File: src/rtl/kvt_pkg.sv
// kvt_pkg: shared types, codes and widths of the integer key/value table
// used by kvt_key_store, kvt_value_store and integer_key_value_table_core
// no dependencies
`default_nettype none
package kvt_pkg;

  // default number of table entries
  localparam int DefaultCapacity = 64;

  // field widths
  localparam int ActionW  = 2;
  localparam int KeyW     = 64;
  localparam int ValW     = 64;
  localparam int StatusW  = 3;
  localparam int InDataW  = 136;
  localparam int OutDataW = 72;

  // request kinds; the fourth code changes nothing and reports not found
  typedef enum logic [ActionW-1:0] {
    ACT_INSERT = 2'd0,
    ACT_REMOVE = 2'd1,
    ACT_LOOKUP = 2'd2
  } action_t;

  // result codes
  typedef enum logic [StatusW-1:0] {
    ST_INSERTED  = 3'd0,
    ST_DUPLICATE = 3'd1,
    ST_REMOVED   = 3'd2,
    ST_FOUND     = 3'd3,
    ST_NOT_FOUND = 3'd4,
    ST_FULL      = 3'd5
  } status_t;

  // controller states
  typedef enum logic [2:0] {
    S_CLEAR,
    S_IDLE,
    S_SCAN,
    S_DECIDE,
    S_VREAD,
    S_FINISH
  } state_t;

endpackage
`default_nettype wire

File: src/rtl/kvt_value_store.sv
// kvt_value_store: synchronous memory of the 64-bit value per entry,
// one write port and one read port with registered read data
// depends on kvt_pkg
`default_nettype none
module kvt_value_store #(
  parameter int CAPACITY = kvt_pkg::DefaultCapacity,
  parameter int AW       = $clog2(CAPACITY)
) (
  input  wire logic                     clk,
  input  wire logic                     rd_en,
  input  wire logic [AW-1:0]            rd_addr,
  output logic [kvt_pkg::ValW-1:0]      rd_data,
  input  wire logic                     wr_en,
  input  wire logic [AW-1:0]            wr_addr,
  input  wire logic [kvt_pkg::ValW-1:0] wr_data
);

  logic [kvt_pkg::ValW-1:0] mem [CAPACITY];

  // write port
  always_ff @(posedge clk) begin
    if (wr_en) begin
      mem[wr_addr] <= wr_data;
    end
  end

  // registered read port
  always_ff @(posedge clk) begin
    if (rd_en) begin
      rd_data <= mem[rd_addr];
    end
  end

endmodule
`default_nettype wire
File: config.mk
export PLATFORM = sky130hd
export DESIGN_NAME = kvt_value_store
export DESIGN_NICKNAME = d
export VERILOG_FILES = /design/src/rtl/kvt_pkg.sv /design/src/rtl/kvt_value_store.sv
export SDC_FILE = /design/constraint.sdc
export NUM_CORES = 2
export LEC_CHECK = 0
export BUFFER_PORTS_ARGS = -buffer_cell sky130_fd_sc_hd__buf_2
export CELL_PAD_IN_SITES_DETAIL_PLACEMENT = 1
export CELL_PAD_IN_SITES_GLOBAL_PLACEMENT = 1
export CORE_MARGIN = 8
export CORE_UTILIZATION = 30
export CTS_CLUSTER_DIAMETER = 50
export DETAILED_ROUTE_END_ITERATION = 10
export PLACE_DENSITY_LB_ADDON = 0.1
export REMOVE_ABC_BUFFERS = 1
export SLEW_MARGIN = 0
export SYNTH_ARGS = -nofsm -noshare
export SYNTH_HDL_FRONTEND = slang
export SYNTH_SLANG_ARGS = --single-unit
File: constraint.sdc
create_clock -name clk -period 17.2 [get_ports clk]
set_input_delay 3.44 -clock clk [delete_from_list [all_inputs] [get_ports clk]]
set_output_delay 3.44 -clock clk [all_outputs]
set_load 0.05 [all_outputs]
* Yosys cells after proc, flatten, opt, wreduce, memory -nomap -nowiden *
Memories as Yosys holds them, arrays and structs flattened. A register that Yosys moved wholly into a read port is not among the register bits.
Index checks and enable logic that the tools add are counted.

operators by class
  mux-type cells = 2

operators with widths
  operator           number
  two-way mux 1 bit  2

storage, ports and cells
  flip-flop bits (word level) = 0
  RAM bits = 4,096
  input port bits = 79
  output and inout bits = 64
  word-level logic and storage cells = 3
  memories kept = 1

memory list
  name  words  width  rd ports  clocked after memory_dff  write ports  line                   source
  mem   64     64     1         1                         1            kvt_value_store.sv:18  logic [kvt_pkg::ValW-1:0] mem [CAPACITY];

* Logic depth before layout (Yosys ltp) *
  depth in word-level cells = 2
  mapped depth = 9
  gate-level depth less buffers = 5

* Worst setup path after synthesis *
OpenSTA, ideal clock, no wires.

  kind = input port to flip-flop
  start point = input port wr_addr[3]
  end point = memory mem[48][0] (netlist bit) (enable)
  library setup time = 0.564 ns
  arrival time = 8.312 ns
  data required time = 16.636 ns
  setup slack = 8.324 ns
  stages on the path = 4
  path buffers = 1
  cell sequence = clkbuf_1 > nor2b_1 > nand4b_1 > nor3_1

RTL lines
  element      line                   source
  from (decl)  kvt_value_store.sv:14  input wire logic [AW-1:0] wr_addr,
  to (decl)    kvt_value_store.sv:18

No word-level cell before the write port.

==> summary.txt <==
Synthesis
  – Yosys Warn Count: 0
  – Synthesized area: 157,000 µm²
  – Post-Synth XOR/XNOR Area: 0
  – Seq/Total Area, Yosys: 0.796
  – Largest family of logic cells by synthesized area: multiplexers
  – Synth cell types: 32
  – Syn avg cell area: 23.8 µm²
  – Mapped Cells: 6,598
  – Synth Area in Simple Gates: 0.0123
  – Post-synthesis register bit count: 4,160
  – Synth Area in Adders: 0
  – Complex-gate fraction of the synthesized area: 0.0247
  – Multiplexer share of the synthesized area: 0.156

STA
  – Worst Max-Slew Pin Slew: 1.18 ns
  – Final min period: 7.26 ns
  – Fmax: 0.138 GHz
  – Layout Skew: 0.0240 ns
  – RSZ-0062 raised after global routing: false
  – Final Hold Fails: 0
  – Final setup TNS: 0 ns
  – Slew Limit Fails: 0
  – Tcrit/Tclk final: 0.422
  – Setup violations, final: 0
  – Slew Limit Headroom: 0.210

Power and ir drop
  – Cell Pwr Density: 125 nW/µm²
  – P_leak: 56.6 nW
  – Tot Pwr: ~23 mW
  – Worst IR Drop VDD: 0.104 mV

Die
  – Starting Density: 0.301
  – DIE AREA: 547,000 µm²
  – Core Rows: 265
  – Core area: 521,000 µm²
  – Io pins: roughly 140
  – Die X: 739 µm
  – Die H: 739 µm

Worst hold path
  – Start point of the worst hold path: mem[60][2]
  – Hold crit path type: reg2reg

CTS
  – Postcts setup bufs: 0
  – # clock sinks: 4,160
  – Num CTS Buffers: 527
  – CTS clk-pin slew, worst paths: 0.06 ns
  – Longest Clk Path Bufs: 4
  – CTS tree: yes
  – CTS H-tree lvls: 6
  – Clock Latency Late Sink: between 1 and 1.5 ns
  – Root Driver: clkbuf_16
  – Post-CTS sizing: 0
  – CTS Hold Bufs: 0

Drt
  – Met2 Wirelength: 272,000 µm
  – Uppermost layer routed: met5
  – DR pass1 iterations: 5
  – Vias per inst: 5.23
  – Met3 routed WL: between 20,000 and 25,000 µm
  – Final ANT Viol Nets: 0
  – DR iter-0 viols: 7,320
  – Wl on met1: 227,000 µm
  – Final wirelength: 533,000 µm
  – Post-DR wirelength/cell: 36.9 µm
  – Total number of vias: 75,700
  – DRC Markers: 0

Worst setup path
  – Critical Path AT: 7.99 ns
  – Slowest-stage cell, CP: buf_4
  – CP cell instances: buf_12, buf_12, buf_4, buf_4, mux4_2, mux2i_1, nand2_1, a31oi_1, a211oi_1
  – Crit. Startpoint: rd_addr[0]
  – R2r startpoint: mem[10][48]
  – Largest stage delay on the critical path: 0.83 ns
  – Crit start category: input pin
  – CP Buf/Inv Count: 4
  – Crit Path Class: in2reg
  – CP required: 17.94 ns
  – Critical path capture point type: flip-flop
  – Worst Path Max Fanout: 77
  – Top Family by Delay on Critical Path: buffers and inverters

Place
  – Placed cells: 13,500
  – Gpl congestion: 0.704
  – DP HPWL: 262,000 µm
  – IO buf count: 142

Global route
  – Total track usage: 0.190
  – Largest net degree at the start of global routing: 108
  – Vias in the first global route: 81,500
  – Grt ovf: 0
  – First-pass GRT wire length: 719,000 µm
  – Initial antenna violation count: 37

Layout
  – Post-Layout Cell Count: between 10,000 and 15,000
  – Commonest non-fill, non-tap cell in the layout: edfxtp_1
  – Final Net Count: approximately 7,200
  – Reg area: 125,000 µm²
  – Ratio of cells with drive above 1 in the final layout: 0.296
  – Layout Utilization: 0.353
  – Commonest non-fill, non-tap cells in the layout: edfxtp_1, mux4_2, clkbuf_16, buf_4, a22oi_1
  – Layout area overhead: 17.2%
  – Multi-input gate area in the final layout: 30,800 µm²
  – Number of fill cells in the layout: 49,500

Run
  – Max-Cap Viols: 0

Outcome
  – Status: completed
-- logic make-up (layout without fill, tap and decap cells) --
group,after synthesis,after routing
AND/OR/NAND/NOR,386,386
other,0,7
multiplexers,1159,1159
AO/OA/AOI/OAI,504,504
buffers and inverters,389,1309
flip-flops,4160,4160
-- tightest hold or removal path, delay by kind of cell (launching register included) --
family,cells,cell delay [ns]
AO/OA/AOI/OAI,1,0.06
flip-flops,1,0.31
multiplexers,1,0.22
AND/OR/NAND/NOR,2,0.24
-- synthesized netlist by cell type (all sizes together) --
cell / n / share of area
edfxtp: 4160 / 0.80
nor2: 112 / 0.0027
a22o: 88 / 0.0049
or2: 28 / 0.0011
nor2b: 28 / 0.0011
o22ai: 83 / 0.0033
and2: 3 / 0.00012
nand4: 2 / 0.000080
o221ai: 38 / 0.0021
mux2i: 135 / 0.0086
or3b: 1 / 0.000056
buf: 230 / 0.0080
a31o: 1 / 0.000056
clkbuf: 140 / 0.0033
nand3: 45 / 0.0014
nand4b: 1 / 0.000056
a31oi: 18 / 0.00072
mux4: 1024 / 0.15
inv: 19 / 0.00045
a211oi: 63 / 0.0030
nand2: 58 / 0.0014
a41oi: 26 / 0.0015
and3: 64 / 0.0026
a2bb2oi: 19 / 0.0011
or3: 29 / 0.0012
nand2b: 11 / 0.00044
nor3: 2 / 0.000064
a22oi: 168 / 0.0080
nand3b: 2 / 0.000096
-- flip-flops by register name (all words and copies together) (netlist names) --
register,count
mem,4096
rd_data,64
-- metrics by stage --
step | instance area (µm²) | setup WS (ns) | hold slack [ns]
final | 184000 | 9.94 | 0.936
after global routing | 184000 | 9.55 | 0.981
after CTS | 184000 | 9.88 | 0.942
after detailed placement | 167000 | 8.74 | 0.916
after global placement | 167000 | 8.77 | 0.917
after floorplan | 155000 | 8.46 | 0.865
-- routing by layer --
metal,up-vias,global-route usage
met2,2008,0.333
met5,-,0
met4,6,0.0408
met3,653,0.0232
li1,29700,-
met1,43300,0.254
-- cell type report --
cell class	count	area share
Sequential cell	4160	0.679
Timing Repair Buffer	366	0.0153
Clock inverter	281	0.0152
Multi-Input combinational cell	2049	0.167
Clock buffer	643	0.0752
Tap cell	6942	0.0472
Inverter	19	0.000388
Antenna cell	7	0.0000952
-- power by group --
| group | internal, mW | leakage (nW) | switching (mW) | total, mW |
|---|---|---|---|---|
| clock network | 6.34 | 8.09 | 4.34 | 10.7 |
| registers | 11.3 | 37.5 | 0.0335 | 11.3 |
| logic | 0.341 | 11.0 | 0.681 | 1.02 |
| total | 17.9 | 56.6 | 5.06 | 23.0 |
-- worst paths after layout --
check | cells past startpoint | endpoint | slack, ns
worst max-delay path | 9 | rd_data[15] | 9.94
worst max register to register | 5 | rd_data[48] | 14.98
worst min-delay path | 4 | rd_data[2] | 0.94
worst min register to register | 4 | rd_data[2] | 0.94
Note: power is estimated with default switching activity, not from simulation.
